<file path="config.mk">
export PLATFORM = sky130hd
export DESIGN_NAME = at_response_deframer
export DESIGN_NICKNAME = d
export VERILOG_FILES = /design/src/atrd_pkg.sv /design/src/atrd_fifo.sv /design/src/atrd_front.sv /design/src/atrd_back.sv /design/src/at_response_deframer.sv
export SDC_FILE = /design/constraint.sdc
export NUM_CORES = 1
export LEC_CHECK = 0
export BUFFER_PORTS_ARGS = -buffer_cell sky130_fd_sc_hd__buf_2
export CORE_UTILIZATION = 32
export CTS_CLUSTER_DIAMETER = 60
export DETAILED_ROUTE_END_ITERATION = 10
export PLACE_DENSITY_LB_ADDON = 0.2
export SETUP_SLACK_MARGIN = 0.5
export SKIP_CTS_REPAIR_TIMING = 1
export SLEW_MARGIN = 40
export SYNTH_ARGS = -nofsm -noshare
export SYNTH_HDL_FRONTEND = slang
export SYNTH_HIERARCHICAL = 1
export SYNTH_SLANG_ARGS = --single-unit
export TNS_END_PERCENT = 50
</file>
<file path="constraint.sdc">
create_clock -name clock -period 6.6 [get_ports clock]
set_clock_uncertainty 0.15 [all_clocks]
set_input_delay 0.99 -clock clock [delete_from_list [all_inputs] [get_ports clock]]
set_output_delay 0.99 -clock clock [all_outputs]
set_load 0.02 [all_outputs]
</file>
<file path="src/atrd_pkg.sv">
// Shared types, character codes and sizes for the AT response deframer.
package atrd_pkg;

   localparam int LINE_MAX_DEFAULT   = 256;
   localparam int HEADER_MAX_DEFAULT = 36;
   localparam int CLASS_QUEUE_DEPTH  = 4;
   localparam int RESULT_QUEUE_DEPTH = 4;

   localparam int BYTE_W     = 8;
   localparam int LINE_LEN_W = 9;
   localparam int LEN_W      = 16;
   localparam int COMMA_W    = 3;
   localparam int TAG_LEN    = 9;
   localparam int TAG_IDX_W  = 4;

   localparam logic [BYTE_W-1:0] CHAR_CR    = 8'h0d;
   localparam logic [BYTE_W-1:0] CHAR_LF    = 8'h0a;
   localparam logic [BYTE_W-1:0] CHAR_COMMA = 8'h2c;
   localparam logic [BYTE_W-1:0] CHAR_ZERO  = 8'h30;
   localparam logic [BYTE_W-1:0] CHAR_NINE  = 8'h39;

   localparam logic [COMMA_W-1:0] LENGTH_COMMA = 3'd3;
   localparam logic [COMMA_W-1:0] COMMA_LIMIT  = 3'd4;

   typedef enum logic [2:0] {
      KIND_LINE_BYTE    = 3'd0,
      KIND_LINE_END     = 3'd1,
      KIND_REPORT_START = 3'd2,
      KIND_PAYLOAD_BYTE = 3'd3,
      KIND_HEADER_ERROR = 3'd4
   } kind_type;

   typedef enum logic [1:0] {
      MODE_HUNT    = 2'd0,
      MODE_LINE    = 2'd1,
      MODE_HEADER  = 2'd2,
      MODE_PAYLOAD = 2'd3
   } mode_type;

   typedef struct packed {
      logic [BYTE_W-1:0]  byte_value;
      logic               is_cr;
      logic               is_lf;
      logic               is_comma;
      logic               is_digit;
      logic [3:0]         digit;
      logic [TAG_LEN-1:0] tag_hit;
   } class_type;

   typedef struct packed {
      kind_type              kind;
      logic [BYTE_W-1:0]     byte_value;
      logic [LINE_LEN_W-1:0] line_length;
      logic                  line_overflow;
      logic                  payload_last;
      logic                  last;
   } result_type;

   // Characters of the report prefix "+ZIPRECV:".
   function automatic logic [BYTE_W-1:0] tag_char(input logic [TAG_IDX_W-1:0] idx);
      logic [BYTE_W-1:0] c;
      unique case (idx)
         4'd0:    c = 8'h2b;
         4'd1:    c = 8'h5a;
         4'd2:    c = 8'h49;
         4'd3:    c = 8'h50;
         4'd4:    c = 8'h52;
         4'd5:    c = 8'h45;
         4'd6:    c = 8'h43;
         4'd7:    c = 8'h56;
         4'd8:    c = 8'h3a;
         default: c = 8'h00;
      endcase
      return c;
   endfunction

endpackage

</file>
<file path="src/atrd_fifo.sv">
// Small first-in first-out word queue with registered storage.
module atrd_fifo #(
   parameter int WIDTH = 8,
   parameter int DEPTH = 4
) (
   input  logic             clock,
   input  logic             reset,
   input  logic             wr_en,
   input  logic [WIDTH-1:0] wr_data,
   input  logic             rd_en,
   output logic [WIDTH-1:0] rd_data,
   output logic             full,
   output logic             empty
);

   localparam int PTR_W = (DEPTH > 1) ? $clog2(DEPTH) : 1;
   localparam int CNT_W = $clog2(DEPTH + 1);
   localparam logic [PTR_W-1:0] PTR_LAST = PTR_W'(DEPTH - 1);
   localparam logic [CNT_W-1:0] CNT_FULL = CNT_W'(DEPTH);

   logic [WIDTH-1:0] mem_ff [DEPTH];
   logic [PTR_W-1:0] wr_ptr_ff, wr_ptr_in;
   logic [PTR_W-1:0] rd_ptr_ff, rd_ptr_in;
   logic [CNT_W-1:0] count_ff, count_in;
   logic             do_wr, do_rd;

   assign full    = count_ff == CNT_FULL;
   assign empty   = count_ff == '0;
   assign do_wr   = wr_en & ~full;
   assign do_rd   = rd_en & ~empty;
   assign rd_data = mem_ff[rd_ptr_ff];

   always_comb begin
      wr_ptr_in = wr_ptr_ff;
      rd_ptr_in = rd_ptr_ff;
      if (do_wr) begin
         wr_ptr_in = (wr_ptr_ff == PTR_LAST) ? '0 : wr_ptr_ff + PTR_W'(1);
      end
      if (do_rd) begin
         rd_ptr_in = (rd_ptr_ff == PTR_LAST) ? '0 : rd_ptr_ff + PTR_W'(1);
      end
      unique case ({do_wr, do_rd})
         2'b10:   count_in = count_ff + CNT_W'(1);
         2'b01:   count_in = count_ff - CNT_W'(1);
         default: count_in = count_ff;
      endcase
   end

   always_ff @(posedge clock) begin
      if (do_wr) begin
         mem_ff[wr_ptr_ff] <= wr_data;
      end
   end

   always_ff @(posedge clock) begin
      if (reset) begin
         wr_ptr_ff <= '0;
         rd_ptr_ff <= '0;
         count_ff  <= '0;
      end else begin
         wr_ptr_ff <= wr_ptr_in;
         rd_ptr_ff <= rd_ptr_in;
         count_ff  <= count_in;
      end
   end

endmodule

</file>
<file path="src/atrd_front.sv">
// Front end: accepts received bytes, classifies them and queues the class words.
module atrd_front import atrd_pkg::*; #(
   parameter int CLASS_DEPTH = CLASS_QUEUE_DEPTH
) (
   input  logic              clock,
   input  logic              reset,
   input  logic              push,
   output logic              full,
   input  logic [BYTE_W-1:0] req_rx_byte,
   input  logic              q_pop,
   output logic              q_empty,
   output class_type         q_word
);

   class_type                  word;
   logic [$bits(class_type)-1:0] q_bits;

   always_comb begin
      word            = '0;
      word.byte_value = req_rx_byte;
      word.is_cr      = req_rx_byte == CHAR_CR;
      word.is_lf      = req_rx_byte == CHAR_LF;
      word.is_comma   = req_rx_byte == CHAR_COMMA;
      word.is_digit   = (req_rx_byte >= CHAR_ZERO) && (req_rx_byte <= CHAR_NINE);
      word.digit      = 4'(req_rx_byte - CHAR_ZERO);
      for (int i = 0; i < TAG_LEN; i++) begin
         word.tag_hit[i] = req_rx_byte == tag_char(TAG_IDX_W'(i));
      end
   end

   atrd_fifo #(
      .WIDTH ($bits(class_type)),
      .DEPTH (CLASS_DEPTH)
   ) u_class_queue (
      .clock   (clock),
      .reset   (reset),
      .wr_en   (push),
      .wr_data (word),
      .rd_en   (q_pop),
      .rd_data (q_bits),
      .full    (full),
      .empty   (q_empty)
   );

   assign q_word = class_type'(q_bits);

endmodule

</file>
<file path="src/atrd_back.sv">
// Back end: line, header and payload parser feeding the result queue.
module atrd_back import atrd_pkg::*; #(
   parameter int LINE_MAX     = LINE_MAX_DEFAULT,
   parameter int HEADER_MAX   = HEADER_MAX_DEFAULT,
   parameter int RESULT_DEPTH = RESULT_QUEUE_DEPTH
) (
   input  logic       clock,
   input  logic       reset,
   input  class_type  q_word,
   input  logic       q_empty,
   output logic       q_pop,
   input  logic       pop,
   output logic       empty,
   output result_type rsp_word
);

   localparam int LC_W = $clog2(LINE_MAX + 1);
   localparam int HC_W = $clog2(HEADER_MAX + 1);
   localparam logic [LC_W-1:0] LC_MAX      = LC_W'(LINE_MAX);
   localparam logic [LC_W-1:0] LC_TAG_END  = LC_W'(TAG_LEN);
   localparam logic [LC_W-1:0] LC_TAG_LAST = LC_W'(TAG_LEN - 1);
   localparam logic [HC_W-1:0] HC_MAX      = HC_W'(HEADER_MAX);

   mode_type           mode_ff, mode_in;
   logic               cr_seen_ff, cr_seen_in;
   logic [LC_W-1:0]    line_count_ff, line_count_in;
   logic               line_over_ff, line_over_in;
   logic               prefix_match_ff, prefix_match_in;
   logic [COMMA_W-1:0] comma_count_ff, comma_count_in;
   logic [HC_W-1:0]    header_count_ff, header_count_in;
   logic [LEN_W-1:0]   report_length_ff, report_length_in;
   logic [LEN_W-1:0]   payload_count_ff, payload_count_in;
   logic               split_ff, split_in;

   logic               clear_line;
   logic               lc_in_tag, tag_ok, prefix_next, report_hit;
   logic               lc_full, lc_full1, over1, over2;
   logic [LC_W-1:0]    line_inc1, line_inc2;
   logic [COMMA_W-1:0] comma_inc;
   logic               comma_done;
   logic [HC_W-1:0]    header_inc;
   logic               hdr_full;
   logic [LEN_W+3:0]   len_times_ten;
   logic [LEN_W-1:0]   len_next, pc_inc;
   logic               pay_fin;
   logic               two_results, step, first_half, commit;

   result_type         res0, res1, res_wr;
   logic [1:0]         res_count;
   logic               res_push, res_full;
   logic [$bits(result_type)-1:0] rsp_bits;

   assign lc_in_tag   = line_count_ff < LC_TAG_END;
   assign tag_ok      = lc_in_tag ? q_word.tag_hit[line_count_ff[TAG_IDX_W-1:0]] : 1'b1;
   assign prefix_next = prefix_match_ff & tag_ok;
   assign report_hit  = (line_count_ff == LC_TAG_LAST) & prefix_next;
   assign lc_full     = line_count_ff == LC_MAX;
   assign line_inc1   = lc_full ? line_count_ff : line_count_ff + LC_W'(1);
   assign lc_full1    = line_inc1 == LC_MAX;
   assign line_inc2   = lc_full1 ? line_inc1 : line_inc1 + LC_W'(1);
   assign over1       = line_over_ff | lc_full;
   assign over2       = over1 | lc_full1;

   assign comma_inc     = comma_count_ff + COMMA_W'(1);
   assign comma_done    = comma_inc >= COMMA_LIMIT;
   assign header_inc    = header_count_ff + HC_W'(1);
   assign hdr_full      = header_count_ff >= HC_MAX;
   assign len_times_ten = ({4'b0000, report_length_ff} << 3)
                        + ({4'b0000, report_length_ff} << 1)
                        + {{LEN_W{1'b0}}, q_word.digit};
   assign len_next      = (len_times_ten[LEN_W+3:LEN_W] != 4'b0000) ? '1
                                                                     : len_times_ten[LEN_W-1:0];
   assign pc_inc        = payload_count_ff + LEN_W'(1);
   assign pay_fin       = pc_inc >= report_length_ff;

   // A held CR followed by an ordinary byte yields two results, written in turn.
   assign two_results = (mode_ff == MODE_LINE) & cr_seen_ff & ~q_word.is_lf & ~q_word.is_cr;
   assign step        = ~q_empty & ~res_full;
   assign first_half  = two_results & ~split_ff;
   assign commit      = step & ~first_half;
   assign q_pop       = commit;
   assign split_in    = step ? first_half : split_ff;
   assign res_push    = step & (res_count != 2'd0);
   assign res_wr      = split_ff ? res1 : res0;

   always_comb begin
      mode_in          = mode_ff;
      cr_seen_in       = cr_seen_ff;
      line_count_in    = line_count_ff;
      line_over_in     = line_over_ff;
      prefix_match_in  = prefix_match_ff;
      comma_count_in   = comma_count_ff;
      header_count_in  = header_count_ff;
      report_length_in = report_length_ff;
      payload_count_in = payload_count_ff;
      clear_line       = 1'b0;
      unique case (mode_ff)
         MODE_HUNT: begin
            if (cr_seen_ff && q_word.is_lf) begin
               mode_in    = MODE_LINE;
               cr_seen_in = 1'b0;
               clear_line = 1'b1;
            end else begin
               cr_seen_in = q_word.is_cr;
            end
         end
         MODE_LINE: begin
            if (cr_seen_ff) begin
               if (q_word.is_lf) begin
                  mode_in    = MODE_HUNT;
                  cr_seen_in = 1'b0;
                  clear_line = 1'b1;
               end else if (q_word.is_cr) begin
                  line_count_in   = line_inc1;
                  line_over_in    = over1;
                  prefix_match_in = prefix_match_ff & ~lc_in_tag;
               end else begin
                  cr_seen_in      = 1'b0;
                  line_count_in   = line_inc2;
                  line_over_in    = over2;
                  prefix_match_in = prefix_match_ff & ~lc_in_tag;
               end
            end else if (q_word.is_cr) begin
               cr_seen_in = 1'b1;
               if (line_count_ff == '0) begin
                  mode_in    = MODE_HUNT;
                  clear_line = 1'b1;
               end
            end else if (report_hit) begin
               mode_in          = MODE_HEADER;
               prefix_match_in  = prefix_next;
               comma_count_in   = '0;
               header_count_in  = '0;
               report_length_in = '0;
               payload_count_in = '0;
            end else begin
               line_count_in   = line_inc1;
               line_over_in    = over1;
               prefix_match_in = prefix_next;
            end
         end
         MODE_HEADER: begin
            if (hdr_full) begin
               mode_in    = MODE_HUNT;
               cr_seen_in = 1'b0;
               clear_line = 1'b1;
            end else begin
               header_count_in = header_inc;
               if (q_word.is_comma) begin
                  comma_count_in = comma_inc;
                  if (comma_done) begin
                     if (report_length_ff == '0) begin
                        mode_in    = MODE_LINE;
                        cr_seen_in = 1'b0;
                        clear_line = 1'b1;
                     end else begin
                        mode_in          = MODE_PAYLOAD;
                        payload_count_in = '0;
                     end
                  end
               end else if ((comma_count_ff == LENGTH_COMMA) && q_word.is_digit) begin
                  report_length_in = len_next;
               end
            end
         end
         MODE_PAYLOAD: begin
            payload_count_in = pc_inc;
            if (pay_fin) begin
               mode_in    = MODE_LINE;
               cr_seen_in = 1'b0;
               clear_line = 1'b1;
            end
         end
      endcase
      if (clear_line) begin
         line_count_in   = '0;
         line_over_in    = 1'b0;
         prefix_match_in = 1'b1;
      end
   end

   always_comb begin
      res0      = '0;
      res1      = '0;
      res_count = 2'd0;
      unique case (mode_ff)
         MODE_HUNT: begin
            res_count = 2'd0;
         end
         MODE_LINE: begin
            if (cr_seen_ff) begin
               if (q_word.is_lf) begin
                  res0.kind          = KIND_LINE_END;
                  res0.line_length   = LINE_LEN_W'(line_count_ff);
                  res0.line_overflow = line_over_ff;
                  res_count          = 2'd1;
               end else begin
                  res0.kind       = KIND_LINE_BYTE;
                  res0.byte_value = CHAR_CR;
                  res_count       = 2'd1;
                  if (!q_word.is_cr) begin
                     res1.kind       = KIND_LINE_BYTE;
                     res1.byte_value = q_word.byte_value;
                     res_count       = 2'd2;
                  end
               end
            end else if (q_word.is_cr) begin
               res_count = 2'd0;
            end else if (report_hit) begin
               res0.kind = KIND_REPORT_START;
               res_count = 2'd1;
            end else begin
               res0.kind       = KIND_LINE_BYTE;
               res0.byte_value = q_word.byte_value;
               res_count       = 2'd1;
            end
         end
         MODE_HEADER: begin
            if (hdr_full) begin
               res0.kind = KIND_HEADER_ERROR;
               res_count = 2'd1;
            end
         end
         MODE_PAYLOAD: begin
            res0.kind         = KIND_PAYLOAD_BYTE;
            res0.byte_value   = q_word.byte_value;
            res0.payload_last = pay_fin;
            res_count         = 2'd1;
         end
      endcase
      res0.last = res_count == 2'd1;
      res1.last = 1'b1;
   end

   always_ff @(posedge clock) begin
      if (reset) begin
         mode_ff          <= MODE_HUNT;
         cr_seen_ff       <= 1'b0;
         line_count_ff    <= '0;
         line_over_ff     <= 1'b0;
         prefix_match_ff  <= 1'b1;
         comma_count_ff   <= '0;
         header_count_ff  <= '0;
         report_length_ff <= '0;
         payload_count_ff <= '0;
         split_ff         <= 1'b0;
      end else begin
         split_ff <= split_in;
         if (commit) begin
            mode_ff          <= mode_in;
            cr_seen_ff       <= cr_seen_in;
            line_count_ff    <= line_count_in;
            line_over_ff     <= line_over_in;
            prefix_match_ff  <= prefix_match_in;
            comma_count_ff   <= comma_count_in;
            header_count_ff  <= header_count_in;
            report_length_ff <= report_length_in;
            payload_count_ff <= payload_count_in;
         end
      end
   end

   atrd_fifo #(
      .WIDTH ($bits(result_type)),
      .DEPTH (RESULT_DEPTH)
   ) u_result_queue (
      .clock   (clock),
      .reset   (reset),
      .wr_en   (res_push),
      .wr_data (res_wr),
      .rd_en   (pop),
      .rd_data (rsp_bits),
      .full    (res_full),
      .empty   (empty)
   );

   assign rsp_word = result_type'(rsp_bits);

endmodule

</file>
<file path="src/at_response_deframer.sv">
// Top level of the AT response deframer: byte classifier, class queue and parser.
//
// Channel  Direction  Handshake     Word
// req_     in         push / full   one received modem byte
// rsp_     out        pop / empty   one parse result
//
// Bytes are taken at one a cycle unless full; the parser retires one class word
// a cycle unless stalled. A held CR released ahead of an ordinary byte means two
// result writes for that byte, since the result queue takes one word a cycle.
// Four-word class and result queues let either side stall on its own.
// Reset is synchronous and empties both queues and clears the parse state.
module at_response_deframer import atrd_pkg::*; #(
   parameter int LINE_MAX     = LINE_MAX_DEFAULT,
   parameter int HEADER_MAX   = HEADER_MAX_DEFAULT,
   parameter int CLASS_DEPTH  = CLASS_QUEUE_DEPTH,
   parameter int RESULT_DEPTH = RESULT_QUEUE_DEPTH
) (
   input  logic                  clock,
   input  logic                  reset,
   input  logic                  push,
   output logic                  full,
   input  logic [BYTE_W-1:0]     req_rx_byte,
   output logic                  empty,
   input  logic                  pop,
   output logic [2:0]            rsp_kind,
   output logic [BYTE_W-1:0]     rsp_byte_value,
   output logic [LINE_LEN_W-1:0] rsp_line_length,
   output logic                  rsp_line_overflow,
   output logic                  rsp_payload_last,
   output logic                  rsp_last
);

   class_type  q_word;
   logic       q_empty, q_pop;
   result_type rsp_word;

   atrd_front #(
      .CLASS_DEPTH (CLASS_DEPTH)
   ) u_front (
      .clock       (clock),
      .reset       (reset),
      .push        (push),
      .full        (full),
      .req_rx_byte (req_rx_byte),
      .q_pop       (q_pop),
      .q_empty     (q_empty),
      .q_word      (q_word)
   );

   atrd_back #(
      .LINE_MAX     (LINE_MAX),
      .HEADER_MAX   (HEADER_MAX),
      .RESULT_DEPTH (RESULT_DEPTH)
   ) u_back (
      .clock    (clock),
      .reset    (reset),
      .q_word   (q_word),
      .q_empty  (q_empty),
      .q_pop    (q_pop),
      .pop      (pop),
      .empty    (empty),
      .rsp_word (rsp_word)
   );

   assign rsp_kind          = rsp_word.kind;
   assign rsp_byte_value    = rsp_word.byte_value;
   assign rsp_line_length   = rsp_word.line_length;
   assign rsp_line_overflow = rsp_word.line_overflow;
   assign rsp_payload_last  = rsp_word.payload_last;
   assign rsp_last          = rsp_word.last;

endmodule

</file>
==> flow_metrics.env, run 1 <==
export IMPL_ctsHtreeMaxLevel=1
export IMPL_required_ns=6.93
export IMPL_area_growth_pct=14.4
export IMPL_drt_iter0_markers=600
export IMPL_synthCells=1058
export IMPL_crit_cells=13
export IMPL_setup_viol=0
export IMPL_hold_path_class="flop to flop"
export IMPL_layout_drive_gt1_share_pct=16.9
export IMPL_post_drt_wl_per_cell_um=17.7
export IMPL_criticalPathCategory="flop to flop"
export IMPL_maxSlewViolCount=0
export IMPL_place_congestion=0.794
export IMPL_start_util_pct=32.5
export IMPL_synth_edf_count=192
export IMPL_peakVddDrop_mv=0.183
export IMPL_clockRootBuffer="clkbuf_16"
export IMPL_final_util_pct=37.2
export IMPL_num_vias=8467
export IMPL_clock_path_buffers=3
export IMPL_yosysWarnings=6
export IMPL_path_max_fanout=6
export IMPL_fin_crit_sh_pct=69.4
export IMPL_synth_area_um2=13300
export IMPL_cts_sinks=266
export IMPL_whs_ns=0.307
export IMPL_clock_latency_ns=0.56
export IMPL_std_cell_rows=74
export IMPL_yosysUniqueCellTypes=85
export IMPL_critPathMaxStageDelay_ns=0.63
export IMPL_layout_min_cycle_time_ns=4.58
export IMPL_cts_reportedPaths_clkPinSlew_ns=0.06
export IMPL_most_common_layout_cells="edfxtp_1 (192), ha_1 (72), dfxtp_1 (72)"
export IMPL_synth_ff_type="edfxtp_1"
export IMPL_final_antenna_net_count=0
export IMPL_violations="design-rule violations"
export IMPL_dp_hpwl_um=19300
export IMPL_cts_buffers=31
export IMPL_final_common_cell="edfxtp_1"
export IMPL_drc=6
export IMPL_crit_chain="and4_1 -> nand3_1 -> nor3_1 -> nand3_1 -> xnor2_1 -> ha_1 -> nand4_1 -> a211oi_1 -> a2111oi_0 -> o221ai_1 -> a21o_1 -> a211oi_1 -> a221o_1"
export IMPL_globalRouteOverflowTotal=0
export IMPL_portBuffers=36
export IMPL_end_kind="flop"
export IMPL_dr_pass1_iters=8
export IMPL_worstMarginPinSlew_ns=0.729
export IMPL_vias_per_cell=5.14
export IMPL_startpoint_type="flop"
export IMPL_layout_nets=1179
export IMPL_hold_viol_final=0
export IMPL_cts_tree="yes"
export IMPL_die_y_um=206
export IMPL_reg2reg_depth=13
export IMPL_die_x_um=206
export IMPL_routed_wl_um=29100
export IMPL_placed_cell_area_um2=14100
export IMPL_grt_max_degree=46
export IMPL_antenna_found_initial=0
export IMPL_arrival_ns=4.92
export IMPL_fmax_mhz=218
export IMPL_cp_num_buf_inv=0
export IMPL_ys_seq_area_share_pct=54.3
export IMPL_antennaDiodeCount=0
export IMPL_cp_top_family="compound AO/OA/AOI/OAI gates"
export IMPL_cpMaxStageDelayCell="a211oi_1"
export IMPL_setup_tns_ns=0
export IMPL_avgSynthCellArea_um2=12.6
export IMPL_relSlewSlack_pct=51.2
export IMPL_die_area_um2=42500
export IMPL_ioPinCount=37
export IMPL_fin_area_um2=15300
export IMPL_status="complete, but fails checks"
export IMPL_rsz0062_at_grt="false"
export IMPL_gr_usage_all_layers_pct=13.9
export IMPL_power_density_nw_per_um2=287
export IMPL_ys_seq_elements=266
export IMPL_cap_violations=0
export IMPL_coreArea_um2=41000
export IMPL_grt_pass1_vias=8321
export IMPL_synthArstFlopShare_pct=0
export IMPL_leakagePower_nw=5.33
export IMPL_fillers=3947
export IMPL_min_path_cells=2
export IMPL_grt_pass1_wl_um=46600
export IMPL_syn_nets=1147
[area by class of cell]
class,instances,area [um2],share of cell area (%)
clock inverters,19,342,2.24
clock buffers,38,852,5.58
flip-flops and latches,266,7250,47.5
inverters,55,206,1.35
well taps,532,666,4.36
repair buffers,47,263,1.72
multi-input cells,689,5690,37.2
[worst reg2reg max path, cell delays in order, from the launching register on]
cell	delay, ns
dfxtp_1	0.40
and4_1	0.27
nand3_1	0.18
nor3_1	0.50
nand3_1	0.19
xnor2_1	0.25
ha_1	0.30
nand4_1	0.15
a211oi_1	0.07
a2111oi_0	0.41
o221ai_1	0.44
a21o_1	0.32
a211oi_1	0.63
a221o_1	0.25
[flip-flops by register name (all words and copies together) (netlist names), 6 cells and up, named ones only]
register	flops
u_back/line_count_ff	9
u_back/report_length_ff	16
u_back/u_result_queue/mem_ff	92
u_front/u_class_queue/mem_ff	100
u_back/header_count_ff	6
u_back/payload_count_ff	16
[worst paths after layout]
| kind | start | to | slack [ns] |
|---|---|---|---|
| setup / recovery | u_back/payload_count_ff[2]$_SDFFE_PP0P_ | u_back/line_count_ff[6]$_SDFFE_PP0P_ | 2.02 |
| hold / removal | u_back/comma_count_ff[2]$_SDFFE_PP0P_ | u_back/comma_count_ff[2]$_SDFFE_PP0P_ | 0.31 |
| hold reg to reg | u_back/comma_count_ff[2]$_SDFFE_PP0P_ | u_back/comma_count_ff[2]$_SDFFE_PP0P_ | 0.31 |
| setup reg to reg | u_back/payload_count_ff[2]$_SDFFE_PP0P_ | u_back/line_count_ff[6]$_SDFFE_PP0P_ | 2.02 |
[synth_stat cells (25+ instances only)]
master      n  area [um2]
nor3_1     30         150
inv_1      53         199
dfxtp_1    74        1480
nand2_1    58         218
ha_1       73         913
mux4_2     50        1130
edfxtp_1  192        5770
nor2_1     52         195
o21ai_0    26         130
a21oi_1    57         285
nand3_1    39         195
clkbuf_1   25        93.8
[cell families after synthesis]
kind of cell,share of synthesized area (%)
flip-flops,54.3
AO/OA/AOI/OAI,11.1
AND/OR/NAND/NOR,12.5
XOR/XNOR,2.23
multiplexers,8.98
buffers and inverters,3.43
adder cells (fa/ha/maj),7.44
[stage by stage]
step,worst slack (ns),instances,total power [mW]
finish,2.02,1646,4.39
global route,1.71,1646,4.55
CTS,2.03,1646,4.44
detailed placement,2.09,1589,2.48
global placement,2.21,1589,2.47
floorplan,2.29,1058,2.32
[report_power, final]
| part | leakage [nW] | internal [mW] | switching (mW) |
|---|---|---|---|
| combinational | 2.40 | 0.206 | 0.324 |
| clock | 0.578 | 1.27 | 0.683 |
| sequential | 2.35 | 1.87 | 0.0385 |
| total | 5.33 | 3.34 | 1.05 |
[metal layers]
metal | wire length, um | up-vias | track usage (%)
met5 | 0 | - | 0
met2 | 13600 | 149 | 22.1
met1 | 13600 | 4121 | 19.9
li1 | - | 4155 | -
met4 | 505 | 0 | 3.52
met3 | 1350 | 42 | 1.89
Power figures use the tool's default switching activity.
==> inputs of run 2 (changes only) <==
- clock period: 6.6 -> 4 ns (I/O delays scaled with it)
==> flow_metrics.env, run 2 (synthesis gave the netlist of run 1 again) <==
export IMPL_coreArea_um2=41000
export IMPL_violations="design-rule violations"
export IMPL_drt_iter0_markers=458
export IMPL_die_x_um=206
export IMPL_worst_slack_ns=0.329
export IMPL_critPathMaxStageDelay_ns=0.40
export IMPL_post_drt_wl_per_cell_um=17.9
export IMPL_area_sequential_um2=7270
export IMPL_antenna_found_initial=1
export IMPL_start_util_pct=32.5
export IMPL_end_kind="flop"
export IMPL_antennaDiodeCount=0
export IMPL_hold_path_class="input port to flop"
export IMPL_num_vias=8799
export IMPL_place_ws_ns=0.124
export IMPL_arrival_ns=4.00
export IMPL_r2r_start="u_back/payload_count_ff[0]$_SDFFE_PP0P_"
export IMPL_path_max_fanout=7
export IMPL_biggestRegsByFlops="u_front/u_class_queue/mem_ff x100, u_back/u_result_queue/mem_ff x92"
export IMPL_ctsHtreeMaxLevel=1
export IMPL_timing_rr_end="u_back/line_count_ff[8]$_SDFFE_PP0P_"
export IMPL_dp_cells=1623
export IMPL_std_cell_rows=74
export IMPL_fin_area_um2=16000
export IMPL_startpoint_type="flop"
export IMPL_setup_viol=0
export IMPL_setup_tns_ns=0
export IMPL_die_y_um=206
export IMPL_placed_cell_area_um2=14400
export IMPL_regMostFlops="u_front/u_class_queue/mem_ff"
export IMPL_peakVddDrop_mv=0.325
export IMPL_cpMaxStageDelayCell="a2111oi_4"
export IMPL_reg2reg_depth=14
export IMPL_rsz0062_at_grt="true"
export IMPL_status="complete, but fails checks"
export IMPL_final_common_cell="edfxtp_1"
export IMPL_globalRouteOverflowTotal=0
export IMPL_leakagePower_nw=5.64
export IMPL_cts_buffers=31
export IMPL_crit_chain="and4_4 -> nand3_4 -> nor3_4 -> nand3_2 -> xnor2_2 -> ha_1 -> nand4_1 -> a211oi_2 -> a2111oi_4 -> o221ai_4 -> a2111oi_4 -> buf_4 -> a21bo_4 -> a31oi_1"
export IMPL_dr_pass1_iters=8
export IMPL_routed_wl_um=30500
export IMPL_critPathMostFrequentCell="a2111oi_4"
export IMPL_finalNonFillerCells=1699
export IMPL_drc=2
export IMPL_gr_usage_all_layers_pct=14.4
export IMPL_cts_sinks=266
export IMPL_cts_reportedPaths_clkPinSlew_ns=0.06
export IMPL_fin_crit_sh_pct=91.8
export IMPL_maxSlewViolCount=0
export IMPL_layout_min_cycle_time_ns=3.67
export IMPL_most_common_layout_cells="edfxtp_1 (192), ha_1 (66), dfxtp_1 (65)"
export IMPL_vias_per_cell=5.18
export IMPL_criticalPathCategory="flop to flop"
export IMPL_clock_path_buffers=3
export IMPL_layout_drive_gt1_share_pct=24.5
export IMPL_layout_nets=1232
export IMPL_power_density_nw_per_um2=437
export IMPL_dp_hpwl_um=20800
export IMPL_ioPinCount=37
export IMPL_clock_latency_ns=0.56
export IMPL_min_path_cells=1
export IMPL_grt_pass1_wl_um=48100
export IMPL_grt_max_degree=47
export IMPL_hold_viol_final=0
export IMPL_r2r_slack_ns=0.33
export IMPL_clockRootBuffer="clkbuf_16"
export IMPL_multiInputGateArea_um2=6070
export IMPL_grt_pass1_vias=8651
export IMPL_area_growth_pct=19.9
export IMPL_portBuffers=36
export IMPL_fmax_mhz=272
export IMPL_largest_reg_flops=100
export IMPL_final_antenna_net_count=0
export IMPL_place_congestion=0.824
export IMPL_die_area_um2=42500
export IMPL_cts_tree="yes"
export IMPL_worstMarginPinSlew_ns=0.783
export IMPL_cap_violations=0
export IMPL_fillers=3904
export IMPL_whs_endpoint="u_front/u_class_queue/mem_ff[2][21]$_DFFE_PP_"
export IMPL_required_ns=4.33
export IMPL_power_total_mw=7.00
export IMPL_relSlewSlack_pct=47.0
export IMPL_hold_path_startpoint="req_rx_byte[4]"
-- run 2: changes by cell type in the layout (fill, tap and decap cells not counted), moves of 5 or more --
cell | previous run | this run
ha_1 | 72 | 66
dfxtp_1 | 72 | 65
buf_6 | 0 | 6
buf_12 | 0 | 5
clkbuf_1 | 2 | 7
bufinv_16 | 9 | 4
buf_4 | 11 | 53
nand3_1 | 39 | 34
a21oi_1 | 57 | 52
ha_4 | 0 | 7
a21oi_2 | 0 | 6
-- run 2: stage by stage --
| stage | hold slack [ns] | util (%) |
|---|---|---|
| 2_1_floorplan | 0.275 | - |
| 3_3_place_gp | 0.293 | 35.2 |
| 3_5_place_dp | 0.294 | 35.2 |
| 4_1_cts | 0.189 | 37.7 |
| 5_1_grt | 0.220 | 39.0 |
| 6_report | 0.219 | 39.0 |
-- run 2: worst max path at each step --
stage                                                 start                                       end  cells past startpoint
floorplan                                              flop  u_back/report_length_ff[13]$_SDFFE_PP0P_                     13
global placement                                       flop   u_back/report_length_ff[4]$_SDFFE_PP0P_                     11
detailed placement  u_back/payload_count_ff[4]$_SDFFE_PP0P_      u_back/line_count_ff[8]$_SDFFE_PP0P_                     14
CTS                 u_back/payload_count_ff[4]$_SDFFE_PP0P_      u_back/line_count_ff[8]$_SDFFE_PP0P_                     14
global route        u_back/payload_count_ff[1]$_SDFFE_PP0P_      u_back/line_count_ff[8]$_SDFFE_PP0P_                     14
finish              u_back/payload_count_ff[0]$_SDFFE_PP0P_      u_back/line_count_ff[8]$_SDFFE_PP0P_                     14
-- run 2: area by class of cell --
class / count / area share, %
Inverter: 55 / 1.29
Multi-Input combinational cell: 689 / 37.9
Clock buffer: 39 / 5.10
Tap cell: 532 / 4.16
Timing Repair Buffer: 100 / 4.72
Clock inverter: 18 / 1.38
Sequential cell: 266 / 45.4
-- run 2: power by group --
part | internal (mW) | total [mW] | switching [mW]
clock network | 1.72 | 2.84 | 1.13
registers | 3.08 | 3.14 | 0.0620
logic | 0.442 | 1.01 | 0.572
-- run 2: worst max-delay path, delay by kind of cell (launching register included) --
family | cells | cell delay, ns
AOI/OAI and AO/OA | 6 | 1.42
and+or+nand+nor | 5 | 0.92
DFF | 1 | 0.39
adders and majority gates | 1 | 0.28
buffers and inverters | 1 | 0.22
xor gates and xnor gates | 1 | 0.21
-- run 2: metal layers --
| metal | GRT usage [%] | vias to the layer above | wire, um |
|---|---|---|---|
| li1 | - | 4266 | - |
| met1 | 20.1 | 4362 | 14600 |
| met2 | 23.8 | 134 | 14400 |
| met3 | 1.83 | 37 | 957 |
| met4 | 3.07 | 0 | 505 |
| met5 | 0 | - | 0 |
==> inputs of run 3 (changes only) <==
- HOLD_SLACK_MARGIN: not set -> 0.02
- clock period: 4 -> 3.9 ns (I/O delays scaled with it)
==> flow_metrics.env, run 3 (synthesis gave the netlist of run 1 again) <==
export IMPL_status="complete, but fails checks"
export IMPL_violations="design-rule violations"
export IMPL_fin_crit_sh_pct=93.1
export IMPL_dp_cells=1636
export IMPL_setup_viol=0
export IMPL_portBuffers=36
export IMPL_ctsHtreeMaxLevel=1
export IMPL_grt_max_degree=42
export IMPL_num_vias=8864
export IMPL_antennaDiodeCount=0
export IMPL_die_x_um=206
export IMPL_r2r_slack_ns=0.27
export IMPL_area_growth_pct=21.0
export IMPL_final_antenna_net_count=0
export IMPL_biggestRegsByFlops="u_front/u_class_queue/mem_ff x100, u_back/u_result_queue/mem_ff x92"
export IMPL_startpoint_type="flop"
export IMPL_place_congestion=0.786
export IMPL_arrival_ns=3.92
export IMPL_drt_iter0_markers=398
export IMPL_grt_pass1_wl_um=48100
export IMPL_coreArea_um2=41000
export IMPL_final_common_cell="edfxtp_1"
export IMPL_cts_sinks=266
export IMPL_hold_viol_final=0
export IMPL_cap_violations=0
export IMPL_regMostFlops="u_front/u_class_queue/mem_ff"
export IMPL_start_util_pct=32.5
export IMPL_post_drt_wl_per_cell_um=18.0
export IMPL_die_y_um=206
export IMPL_path_max_fanout=16
export IMPL_clock_path_buffers=3
export IMPL_fmax_mhz=275
export IMPL_most_common_layout_cells="edfxtp_1 (192), ha_1 (67), dfxtp_1 (65)"
export IMPL_gr_usage_all_layers_pct=14.4
export IMPL_vias_per_cell=5.18
export IMPL_hold_path_class="input port to flop"
export IMPL_clock_latency_ns=0.58
export IMPL_finalNonFillerCells=1712
export IMPL_layout_drive_gt1_share_pct=26.0
export IMPL_leakagePower_nw=5.72
export IMPL_relSlewSlack_pct=50.0
export IMPL_cts_buffers=31
export IMPL_die_area_um2=42500
export IMPL_ioPinCount=37
export IMPL_worst_slack_ns=0.268
export IMPL_multiInputGateArea_um2=6060
export IMPL_cts_tree="yes"
export IMPL_setup_tns_ns=0
export IMPL_power_density_nw_per_um2=453
export IMPL_drc=5
export IMPL_dp_hpwl_um=20400
export IMPL_fillers=3852
export IMPL_worstMarginPinSlew_ns=0.749
export IMPL_maxSlewViolCount=0
export IMPL_criticalPathCategory="flop to flop"
export IMPL_peakVddDrop_mv=0.354
export IMPL_clockRootBuffer="clkbuf_16"
export IMPL_antenna_found_initial=0
export IMPL_area_sequential_um2=7270
export IMPL_place_ws_ns=0.0884
export IMPL_dr_pass1_iters=7
export IMPL_layout_min_cycle_time_ns=3.63
export IMPL_routed_wl_um=30800
export IMPL_largest_reg_flops=100
export IMPL_std_cell_rows=74
export IMPL_required_ns=4.19
export IMPL_end_kind="flop"
export IMPL_rsz0062_at_grt="true"
export IMPL_grt_pass1_vias=8601
export IMPL_globalRouteOverflowTotal=0
export IMPL_cts_reportedPaths_clkPinSlew_ns=0.06
export IMPL_layout_nets=1245
run 3: power by group:
part / total [mW] / switching (mW) / leakage (nW) / internal, mW
clock network: 2.95 / 1.19 / 0.512 / 1.76
logic: 1.13 / 0.623 / 2.86 / 0.510
registers: 3.23 / 0.0731 / 2.35 / 3.16
run 3: layout make-up:
cell class	instances	area share (%)
clock buffers	39	5.30
clock inverters	18	1.25
repair buffers	113	5.52
flip-flops and latches	266	45.0
multi-input cells	689	37.5
well taps	532	4.12
inverters	55	1.28
run 3: metrics by stage:
stage | power (mW) | util, % | area (um2) | hold slack (ns)
floorplan | 3.96 | - | 13400 | 0.275
global placement | 4.27 | 35.4 | 14500 | 0.291
detailed placement | 4.28 | 35.5 | 14600 | 0.294
CTS | 7.25 | 38.1 | 15600 | 0.162
global route | 7.61 | 39.4 | 16200 | 0.184
finish | 7.31 | 39.4 | 16200 | 0.190
run 3: metal layers:
| layer | vias to the layer above | wire, um | GRT usage, % |
|---|---|---|---|
| met3 | 47 | 1110 | 2.21 |
| met2 | 133 | 14400 | 23.1 |
| met1 | 4390 | 14600 | 20.1 |
| met5 | - | 0 | 0 |
| met4 | 0 | 665 | 3.78 |
| li1 | 4294 | - | - |
run 3: critical path, cell delays in order, from the launching register on:
cell,delay [ns]
dfxtp_4,0.38
mux4_2,0.51
fa_1,0.49
ha_1,0.33
a211oi_2,0.09
o211ai_1,0.24
nand2_1,0.16
o31ai_4,0.23
mux2_2,0.39
a211oi_4,0.25
buf_12,0.18
o22ai_1,0.09
run 3: worst paths after layout:
path,depth (start not counted),from,end
setup / recovery,11,flop,u_back/report_length_ff[5]$_SDFFE_PP0P_
hold / removal,3,push,u_front/u_class_queue/wr_ptr_ff[0]$_SDFFE_PP0P_
setup reg to reg,11,flop,u_back/report_length_ff[5]$_SDFFE_PP0P_
hold reg to reg,2,u_back/comma_count_ff[2]$_SDFFE_PP0P_,u_back/comma_count_ff[2]$_SDFFE_PP0P_
